`src/hdl/tbi_pkg.sv`:
```
// ----------------------------------------------------------------------------
// tbi_pkg: shared types and constants of the table bilinear interpolator
// Holds mode codes, register indexes, widths and the queue entry type.
// ----------------------------------------------------------------------------
package tbi_pkg;

    localparam int DEF_MAX_ROWS = 16;
    localparam int DEF_MAX_COLS = 16;
    localparam int CFG_W        = 5;
    localparam int CFG_RESET    = 16;
    localparam int VAL_W        = 16;
    localparam int IDX_W        = 8;

    localparam logic [1:0] MODE_WRITE  = 2'd0;
    localparam logic [1:0] MODE_READ   = 2'd1;
    localparam logic [1:0] MODE_LOOKUP = 2'd2;
    localparam logic [1:0] MODE_UNUSED = 2'd3;

    localparam logic REG_ROWS_USED = 1'b0;
    localparam logic REG_COLS_USED = 1'b1;

    // one classified item as it crosses from front to back
    typedef struct packed {
        logic [1:0]              mode;
        logic [IDX_W-1:0]        row;      // already snapped
        logic [IDX_W-1:0]        col;      // already snapped
        logic signed [VAL_W-1:0] wval;
        logic signed [VAL_W-1:0] rkey;
        logic signed [VAL_W-1:0] ckey;
    } tbi_item_t;

endpackage

```
`src/hdl/tbi_front.sv`:
```
// ----------------------------------------------------------------------------
// tbi_front: item intake and two-entry queue
// Snaps cell indexes to the table in use and queues items for the engine.
// ----------------------------------------------------------------------------
module tbi_front
    import tbi_pkg::*;
(
    input  logic             clk,
    input  logic             rst_n,
    input  logic             start,
    output logic             busy,
    input  logic [1:0]       mode,
    input  logic [IDX_W-1:0] row_index,
    input  logic [IDX_W-1:0] col_index,
    input  logic [VAL_W-1:0] write_value,
    input  logic [VAL_W-1:0] row_key,
    input  logic [VAL_W-1:0] col_key,
    input  logic [CFG_W-1:0] rows_used,
    input  logic [CFG_W-1:0] cols_used,
    output logic             q_valid,
    output tbi_item_t        q_item,
    input  logic             q_pop
);

    tbi_item_t   slot_reg [2];
    logic        rd_ptr_reg, wr_ptr_reg;
    logic [1:0]  count_reg, count_next;
    logic        push;
    tbi_item_t   item_in;
    logic [IDX_W-1:0] last_row, last_col;

    assign busy     = (count_reg == 2'd2);
    assign push     = start && !busy;
    assign q_valid  = (count_reg != 2'd0);
    assign q_item   = slot_reg[rd_ptr_reg];
    assign last_row = IDX_W'(rows_used - 5'd1);
    assign last_col = IDX_W'(cols_used - 5'd1);

    always_comb
    begin
        item_in.mode = mode;
        item_in.row  = (row_index > last_row) ? last_row : row_index;
        item_in.col  = (col_index > last_col) ? last_col : col_index;
        item_in.wval = write_value;
        item_in.rkey = row_key;
        item_in.ckey = col_key;
        count_next   = count_reg + 2'(push) - 2'(q_pop);
    end

    always_ff @(posedge clk or negedge rst_n)
    begin
        if (!rst_n)
        begin
            rd_ptr_reg <= 1'b0;
            wr_ptr_reg <= 1'b0;
            count_reg  <= 2'd0;
        end
        else
        begin
            if (push)
            begin
                wr_ptr_reg <= ~wr_ptr_reg;
            end
            if (q_pop)
            begin
                rd_ptr_reg <= ~rd_ptr_reg;
            end
            count_reg <= count_next;
        end
    end

    always_ff @(posedge clk)
    begin
        if (push)
        begin
            slot_reg[wr_ptr_reg] <= item_in;
        end
    end

    assert property (@(posedge clk) disable iff (!rst_n) q_pop |-> q_valid)
        else $error("pop from empty queue");
    assert property (@(posedge clk) disable iff (!rst_n) count_reg != 2'd3)
        else $error("queue count overflow");
    assert property (@(posedge clk) disable iff (!rst_n)
        (count_reg == 2'd2 && !q_pop) |=> count_reg == 2'd2)
        else $error("full queue lost an item");

endmodule

```
`config.mk`:
```
export PLATFORM = sky130hd
export DESIGN_NAME = tbi_front
export DESIGN_NICKNAME = d
export VERILOG_FILES = /design/src/hdl/tbi_pkg.sv /design/src/hdl/tbi_front.sv
export SDC_FILE = /design/constraint.sdc
export NUM_CORES = 1
export LEC_CHECK = 0
export ABC_AREA = 1
export BUFFER_PORTS_ARGS = -buffer_cell sky130_fd_sc_hd__buf_2
export CAP_MARGIN = 20
export CORE_ASPECT_RATIO = 1.4
export CORE_MARGIN = 2
export CORE_UTILIZATION = 30
export CTS_CLUSTER_DIAMETER = 120
export DETAILED_ROUTE_END_ITERATION = 8
export GPL_ROUTABILITY_DRIVEN = 0
export PLACE_DENSITY = 0.51
export SLEW_MARGIN = 15
export SYNTH_ARGS = -nofsm -noshare
export SYNTH_HDL_FRONTEND = slang
export SYNTH_SLANG_ARGS = --single-unit
```
`constraint.sdc`:
```
create_clock -name clk -period 8.05 [get_ports clk]
set_input_delay 0 -clock clk [delete_from_list [all_inputs] [get_ports clk]]
set_output_delay 0 -clock clk [all_outputs]
set_load 0.005 [all_outputs]
```
After elaboration in Yosys (flattened, before gate mapping)
Memories as Yosys holds them, arrays and structs flattened.
Index checks and enable logic that the tools add are counted.
- register bits after elaboration: 4
- memory bits (writable): 132
- input port bits: 80
- output and inout port bits: 68
- word-level logic and storage cells: 20
- memories kept: 1
- memory list (memory ; words ; width ; read ports ; clocked after Yosys merged registers in ; wr ports ; line ; RTL):
    slot_reg ; 2 ; 66 ; 1 ; 0 ; 1 ; tbi_front.sv:25 ; tbi_item_t slot_reg [2];
- add/sub/neg operators: 4
- order comparisons: 2
- eq/ne operators: 1
- mux-type cells: 4
- bitwise gates (word level): 2
- reduce and logical (&&, ||, !) cells: 3
- operators by type and width (kind ; number):
    > comparator 8 bit ; 2
    two-way mux 8 bit ; 2
    subtractor 5 x 1 -> 6 bit (second input constant) ; 2
    adder 2 x 1 -> 2 bit ; 1
    equality test 2 bit (second input constant) ; 1
    two-way mux 1 bit ; 2
    NOT 1 bit ; 2
    nonzero test 2 bit ; 1
    subtractor 2 x 1 -> 2 bit ; 1
    logical AND 1 bit ; 1
    logical NOT 1 bit ; 1

Depth between registers and ports, before layout
Gate-level depths: netlist of run 1.
- depth in word-level cells: 5
- mapped depth: 14
- depth with buffers taken out: 14

Least setup slack after synthesis of run 1
OpenSTA, ideal clock, no wires.
- path kind: register -> register
- start: register count_reg[1]
- end: memory slot_reg[0][0] in the netlist's numbering (enable)
- library setup time: 0.490 ns
- arrival: 3.309 ns
- required time: 7.560 ns
- path slack: 4.251 ns
- cell stages (with the launch flop): 4
- path buffers: 0
- period minus slack after synthesis: 3.799 ns
- cell sequence: dfrtp_1 -> inv_1 -> o21ai_2 -> nor2_1
- cells in the longest elaborated chain, start to end: 5
- ends and longest elaborated chain (element ; line ; RTL):
    start, declared ; tbi_front.sv:27 ; logic [1:0] count_reg, count_next;
    start signal, assigned ; tbi_front.sv:68 ; count_reg <= count_next;
    equality test 2 bit ; tbi_front.sv:32 ; assign busy = (count_reg == 2'd2);
    logical NOT 1 bit ; tbi_front.sv:33 ; assign push = start && !busy;
    logical AND 1 bit ; tbi_front.sv:33 ;
    two-way mux 1 bit ; tbi_front.sv:74 ; if (push)
    two-way mux 1 bit (not written as such) ; tbi_front.sv:76 ; slot_reg[wr_ptr_reg] <= item_in;
    end, declared ; tbi_front.sv:25 ;
Every way passes these cells.

Worst setup path after layout of run 1
- start: register count_reg[1]
- end: memory slot_reg[1][3] in the netlist's numbering (enable)
Same word-level chain as after synthesis.

==> results.py, run 1 <==
metrics = {
    "synthesis": {
        "synth_top_area_share": 0.673,
        "yosysSeqAreaShare": 0.690,
        "synth_top_family_by_area": "multiplexers",
        "synth-simple-area-share": 0.0718,
        "synthMuxAreaShare": 0.145,
        "synth_seq_cells": 136,
        "synth_async_sr_flop_share": 0.0294,
        "synth_nets": 461,
        "synth-edff-count": 132,
        "synth_commonest_cells": "edfxtp_1 (132), nand2_1 (52), mux2_2 (36)",
        "synthAdderAreaFrac": 0.0425,
        "ys_types": 25,
        "synth-xor-area-share": 0.0149,
        "synth_compound_area_frac": 0.00744,
        "syn_area_um2": 5890,
        "synth_area_leader_cell": "edfxtp_1",
        "synth_most_common_cell": "edfxtp_1",
        "netlist_instances": 361,
        "synth_flop_cell": "edfxtp_1",
        "postSynthAreaPerCell_um2": 16.3,
        "yosysWarnings": 0,
        "netlist_top_cells_area": "edfxtp_1 (67%), mux2_4 (7.6%), mux2_2 (6.9%)",
    },
    "cts": {
        "cts_buffers": 17,
        "cts_tree": "yes",
        "cts-root-buf": "clkbuf_16",
        "post_cts_buffers": 0,
        "ctsLongestPathBuffers": 2,
        "htreeDepth": 4,
        "clkTransAtPathRegs_ns": 0.06,
        "cts.sink_count": 136,
        "clock_latency_ns": 0.42,
    },
    "critical_path": {
        "path_class": "reg -> reg",
        "r2r_start": "count_reg[1]",
        "rr_endpoint": "slot_reg[1][3]",
        "crit_path_start": "count_reg[1]",
        "rr_worst_depth": 4,
        "rrSetupSlack_ns": 5.75,
        "path_cells": "inv_1 -> o21ai_2 -> nor2_4 -> buf_4",
        "worstPathRequired_ns": 8.10,
        "worstPathArrival_ns": 2.35,
        "cp-end-kind": "register",
        "cp_slowest_cell": "nor2_4",
        "slowest_delay_ns": 0.69,
        "start_kind": "register",
        "worstPathMaxFanout": 38,
    },
    "timing": {
        "finClkSkew_ns": 0.00630,
        "max_slew_margin": 0.415,
        "fin_hold_ws_ns": 0.0554,
        "finalCritPeriodShare": 0.286,
        "tns_ns": 0,
        "setup_viol": 0,
        "max_freq_ghz": 0.435,
        "hold_viol": 0,
        "tightest_slew_ns": 0.875,
        "layout_min_cycle_time_ns": 2.30,
        "grt_setup_unrepaired": "no",
        "drv_slew": 0,
    },
    "floorplan": {
        "coreArea_um2": 19200,
        "row_count": 60,
        "ios": 148,
        "dieWidth_um": 122,
        "start_util": 0.306,
        "die_area_um2": 20800,
        "dieHeight_um": 170,
    },
    "placement": {
        "dp.cells": 751,
        "placedInstanceArea_um2": 6910,
        "port_buffers": 147,
        "dp_hpwl_um": 7800,
    },
    "global_route": {
        "grt_usage": 0.115,
        "grt_max_degree": 68,
        "antenna_found_initial": 0,
        "grt_pass1_wl_um": 18200,
        "grt.met3_usage": 0.0255,
        "grt_pass1_vias": 3810,
        "grt_overflow": 0,
        "top_usage_layer": "met2",
        "use_met1": 0.117,
        "use_met2": 0.215,
    },
    "power_and_ir_drop": {
        "comb_power_share": 0.281,
        "switching_share": 0.280,
        "p_leak_uw": 0.00340,
        "share_seq_of_total_power": 0.425,
        "p_switching_uw": 696,
        "vdd_drop_max_uv": 124,
        "p_int_uw": 1790,
        "power_uw": 2480,
        "pwr-share-clk": 0.294,
        "p_per_area_nw_per_um2": 302,
    },
    "finish": {
        "drive_above_1_share": 0.436,
        "final_nets": 693,
        "largest_reg_flops": 132,
        "fin_cells": 854,
        "antennaDiodeCount": 0,
        "syn_to_final_growth_pct": 39.3,
        "final_design_area_no_fill_um2": 8200,
    },
    "routing": {
        "avgViaCountPerCell": 4.23,
        "drtAntennaViolNets": 0,
        "dr.first_iter.drc_count": 158,
        "drcViolationCount": 0,
        "via_count": 3616,
        "first_pass_iters": 4,
        "detail_route.wl_per_cell_um": 13.5,
        "drt_wl_total_um": 11500,
    },
    "min_path": {
        "min_from": "cols_used[0]",
        "hold_end": "slot_reg[0][48]",
        "min_path_cells": 4,
        "min_path_type": "in -> reg",
    },
    "run_status": {
        "status": "complete, no violations",
    },
    "flow_run": {
        "max_cap_violations": 0,
    },
}
## layout make-up
class	count	area, um^2
inverter	29	109
fill	1778	11000
timing repair buffer	220	1470
multi-input combinational	189	1680
clock inverter	15	145
tap	248	310
sequential	136	4070
clock buffer	17	425
## worst max-delay path, delay by kind of cell, from the launching register on
family | cells | cell delay, ns
buf+inv | 2 | 0.71
simple gates | 1 | 0.69
compound gates | 1 | 0.13
flops | 1 | 0.37
## repair_timing
action | 4_1_cts | 5_1_grt
hold endpoints to repair | 138 | 0
resized for setup | 0 | 0
hold buffers | 70 | 0
## stage by stage
step                      utilization  setup WS [ns]
after CTS                       0.426           5.65
final                           0.427           5.75
after detailed placement        0.360           5.65
after global placement          0.360           5.70
after floorplan                     -           4.25
after global routing            0.427           5.54
## cells in the final DEF (no fill, tap or decap), types with 4 or more instances in the layout
master	count
mux2_2	36
mux2_4	30
nand3_1	10
nand2_1	52
a21oi_1	4
buf_2	147
clkinv_4	6
nor2_1	9
ha_1	20
edfxtp_1	132
nor2_4	4
dlygate4sd3_1	70
inv_1	28
clkbuf_16	17
xor2_1	7
## per-layer routing
layer,wire [um],vias to the layer above
met4,260,0
met5,0,-
met2,6350,93
met1,4390,1731
met3,524,17
li1,-,1775
## how the worst max path moves through the flow
stage,slack (ns),cells past startpoint,endpoint
after floorplan,4.25,3,slot_reg[0][0]
after global placement,5.70,4,slot_reg[1][64]
after detailed placement,5.65,4,slot_reg[1][22]
after CTS,5.65,4,slot_reg[1][36]
after global routing,5.54,4,slot_reg[1][13]
final,5.75,4,slot_reg[1][3]
## power by group through the flow
stage	clock network, uW	registers (uW)	logic (uW)
CTS	753	1100	678
finish	730	1050	696
global route	786	1070	768
floorplan	0	1030	463
global placement	0	1100	640
detailed placement	0	1110	648
## logic make-up (layout without fill, tap and decap cells)
group,Yosys count,in the layout
compound gates,7,7
flops,136,136
mux,66,66
fa+ha+maj,20,20
buf+inv,36,281
xor+xnor,10,10
simple gates,86,86
Power figures use the tool's default switching activity.
==> inputs of run 2 (changes only) <==
--- a/config.mk
+++ b/config.mk
@@ -14,7 +14,7 @@
 export CTS_CLUSTER_DIAMETER = 120
 export DETAILED_ROUTE_END_ITERATION = 8
 export GPL_ROUTABILITY_DRIVEN = 0
-export PLACE_DENSITY = 0.51
+export PLACE_DENSITY = 0.53
 export SLEW_MARGIN = 15
 export SYNTH_ARGS = -nofsm -noshare
 export SYNTH_HDL_FRONTEND = slang
==> constraint.sdc (replaced) <==
create_clock -name clk -period 1.96 [get_ports clk]
set_input_delay 0 -clock clk [delete_from_list [all_inputs] [get_ports clk]]
set_output_delay 0 -clock clk [all_outputs]
set_load 0.005 [all_outputs]
==> results.py, run 2 (synthesized netlist as in run 1, its figures left out) <==
metrics = {
    "cts": {
        "clkTransAtPathRegs_ns": 0.06,
        "clock_latency_ns": 0.40,
        "cts-resized-gates": 0,
        "cts_tree": "yes",
        "htreeDepth": 4,
        "cts.sink_count": 136,
        "cts_buffers": 17,
        "ctsLongestPathBuffers": 2,
        "cts-root-buf": "clkbuf_16",
    },
    "floorplan": {
        "dieHeight_um": 170,
        "ios": 148,
        "dieWidth_um": 122,
        "row_count": 60,
        "coreArea_um2": 19200,
        "start_util": 0.306,
        "die_area_um2": 20800,
    },
    "critical_path": {
        "r2r_start": "count_reg[0]",
        "worstPathMaxFanout": 32,
        "worstPathArrival_ns": 1.78,
        "path_class": "reg -> out",
        "rr_worst_depth": 6,
        "rr_endpoint": "count_reg[1]",
        "worstPathRequired_ns": 1.96,
        "start_kind": "register",
        "cp-end-kind": "primary output",
        "rrSetupSlack_ns": 0.35,
    },
    "global_route": {
        "antenna_found_initial": 0,
        "grt_pass1_wl_um": 18500,
        "grt_max_degree": 67,
        "grt_pass1_vias": 4005,
        "grt_usage": 0.116,
        "grt_overflow": 0,
    },
    "finish": {
        "antennaDiodeCount": 0,
        "seq_area_um2": 4070,
        "final_nets": 700,
        "layout_common_cells": "buf_2 (147), edfxtp_1 (132), dlygate4sd3_1 (70)",
        "multiInputGateArea_um2": 1680,
        "fin_util": 0.438,
        "syn_to_final_growth_pct": 43.1,
        "largest_reg_flops": 132,
        "nFillCells": 1812,
        "layout_commonest_cell": "buf_2",
        "final_design_area_no_fill_um2": 8430,
        "drive_above_1_share": 0.439,
    },
    "min_path": {
        "min_path_cells": 4,
        "min_path_type": "in -> reg",
        "hold_end": "slot_reg[0][48]",
        "min_from": "cols_used[0]",
    },
    "routing": {
        "dr.first_iter.drc_count": 160,
        "drtAntennaViolNets": 0,
        "via_count": 3702,
        "drcViolationCount": 0,
        "drt_wl_total_um": 11900,
        "avgViaCountPerCell": 4.30,
        "first_pass_iters": 4,
        "detail_route.wl_per_cell_um": 13.8,
    },
    "timing": {
        "finClkSkew_ns": 0.00471,
        "layout_setup_ws_ns": 0.178,
        "hold_viol": 0,
        "layout_min_cycle_time_ns": 1.78,
        "max_slew_margin": 0.710,
        "grt_setup_unrepaired": "no",
        "finalCritPeriodShare": 0.909,
        "tns_ns": 0,
        "setup_viol": 0,
        "tightest_slew_ns": 0.435,
        "max_freq_ghz": 0.561,
        "drv_slew": 0,
        "fin_hold_ws_ns": 0.0682,
    },
    "power_and_ir_drop": {
        "vdd_drop_max_uv": 636,
        "p_per_area_nw_per_um2": 1310,
        "p_leak_uw": 0.00351,
    },
    "flow_run": {
        "max_cap_violations": 0,
    },
    "placement": {
        "dp_hpwl_um": 7940,
        "placedInstanceArea_um2": 7020,
        "port_buffers": 147,
        "dpl_worst_slack_ns": -0.0583,
    },
    "run_status": {
        "status": "complete, no violations",
    },
}
## run 2: through the flow
stage | instances | power [uW]
3_5_place_dp | 758 | 7350
4_1_cts | 861 | 11300
2_1_floorplan | 361 | 6120
3_3_place_gp | 758 | 7280
6_report | 861 | 11000
5_1_grt | 861 | 11600
## run 2: power breakdown
group | internal, uW | leakage (uW) | switching (uW)
Sequential | 4010 | 0.00127 | 216
Combinational | 1670 | 0.00190 | 1460
Clock | 2520 | 0.000334 | 1170
## run 2: what timing repair did
action                                  CTS  global route
hold endpoints to repair                138             0
endpoints found under the setup margin    1             0
setup buffers                             1             0
hold buffers                             70             0
## run 2: how the worst max path moves through the flow
stage | cells after the start | slack [ns] | startpoint | end
2_1_floorplan | 3 | -0.74 | count_reg[1] | slot_reg[0][0]
3_3_place_gp | 13 | -0.05 | cols_used[0] | slot_reg[1][53]
3_5_place_dp | 13 | -0.06 | cols_used[0] | slot_reg[1][53]
4_1_cts | 3 | 0.12 | rd_ptr_reg | q_item[5]
5_1_grt | 3 | 0.10 | rd_ptr_reg | q_item[5]
6_report | 3 | 0.18 | rd_ptr_reg | q_item[5]
## run 2: worst max-delay path, stage by stage, from the launching register on
cell     delay, ns
dfrtp_4       0.56
buf_12        0.26
mux2_2        0.38
buf_2         0.13
## run 2: final cells by class
type | instances | share of cell area
Clock inverter | 15 | 0.0319
Inverter | 29 | 0.0129
Tap cell | 248 | 0.0368
Timing Repair Buffer | 227 | 0.186
Multi-Input combinational cell | 189 | 0.199
Sequential cell | 136 | 0.483
Clock buffer | 17 | 0.0505
## run 2: per-layer routing
| metal | up-vias | track usage | routed length (um) | share of wire |
|---|---|---|---|---|
| li1 | 1795 | - | - | - |
| met1 | 1803 | 0.114 | 4600 | 0.39 |
| met2 | 95 | 0.225 | 6600 | 0.56 |
| met3 | 9 | 0.0269 | 459 | 0.039 |
| met4 | 0 | 0.0545 | 191 | 0.016 |
| met5 | - | 0 | 0 | 0 |
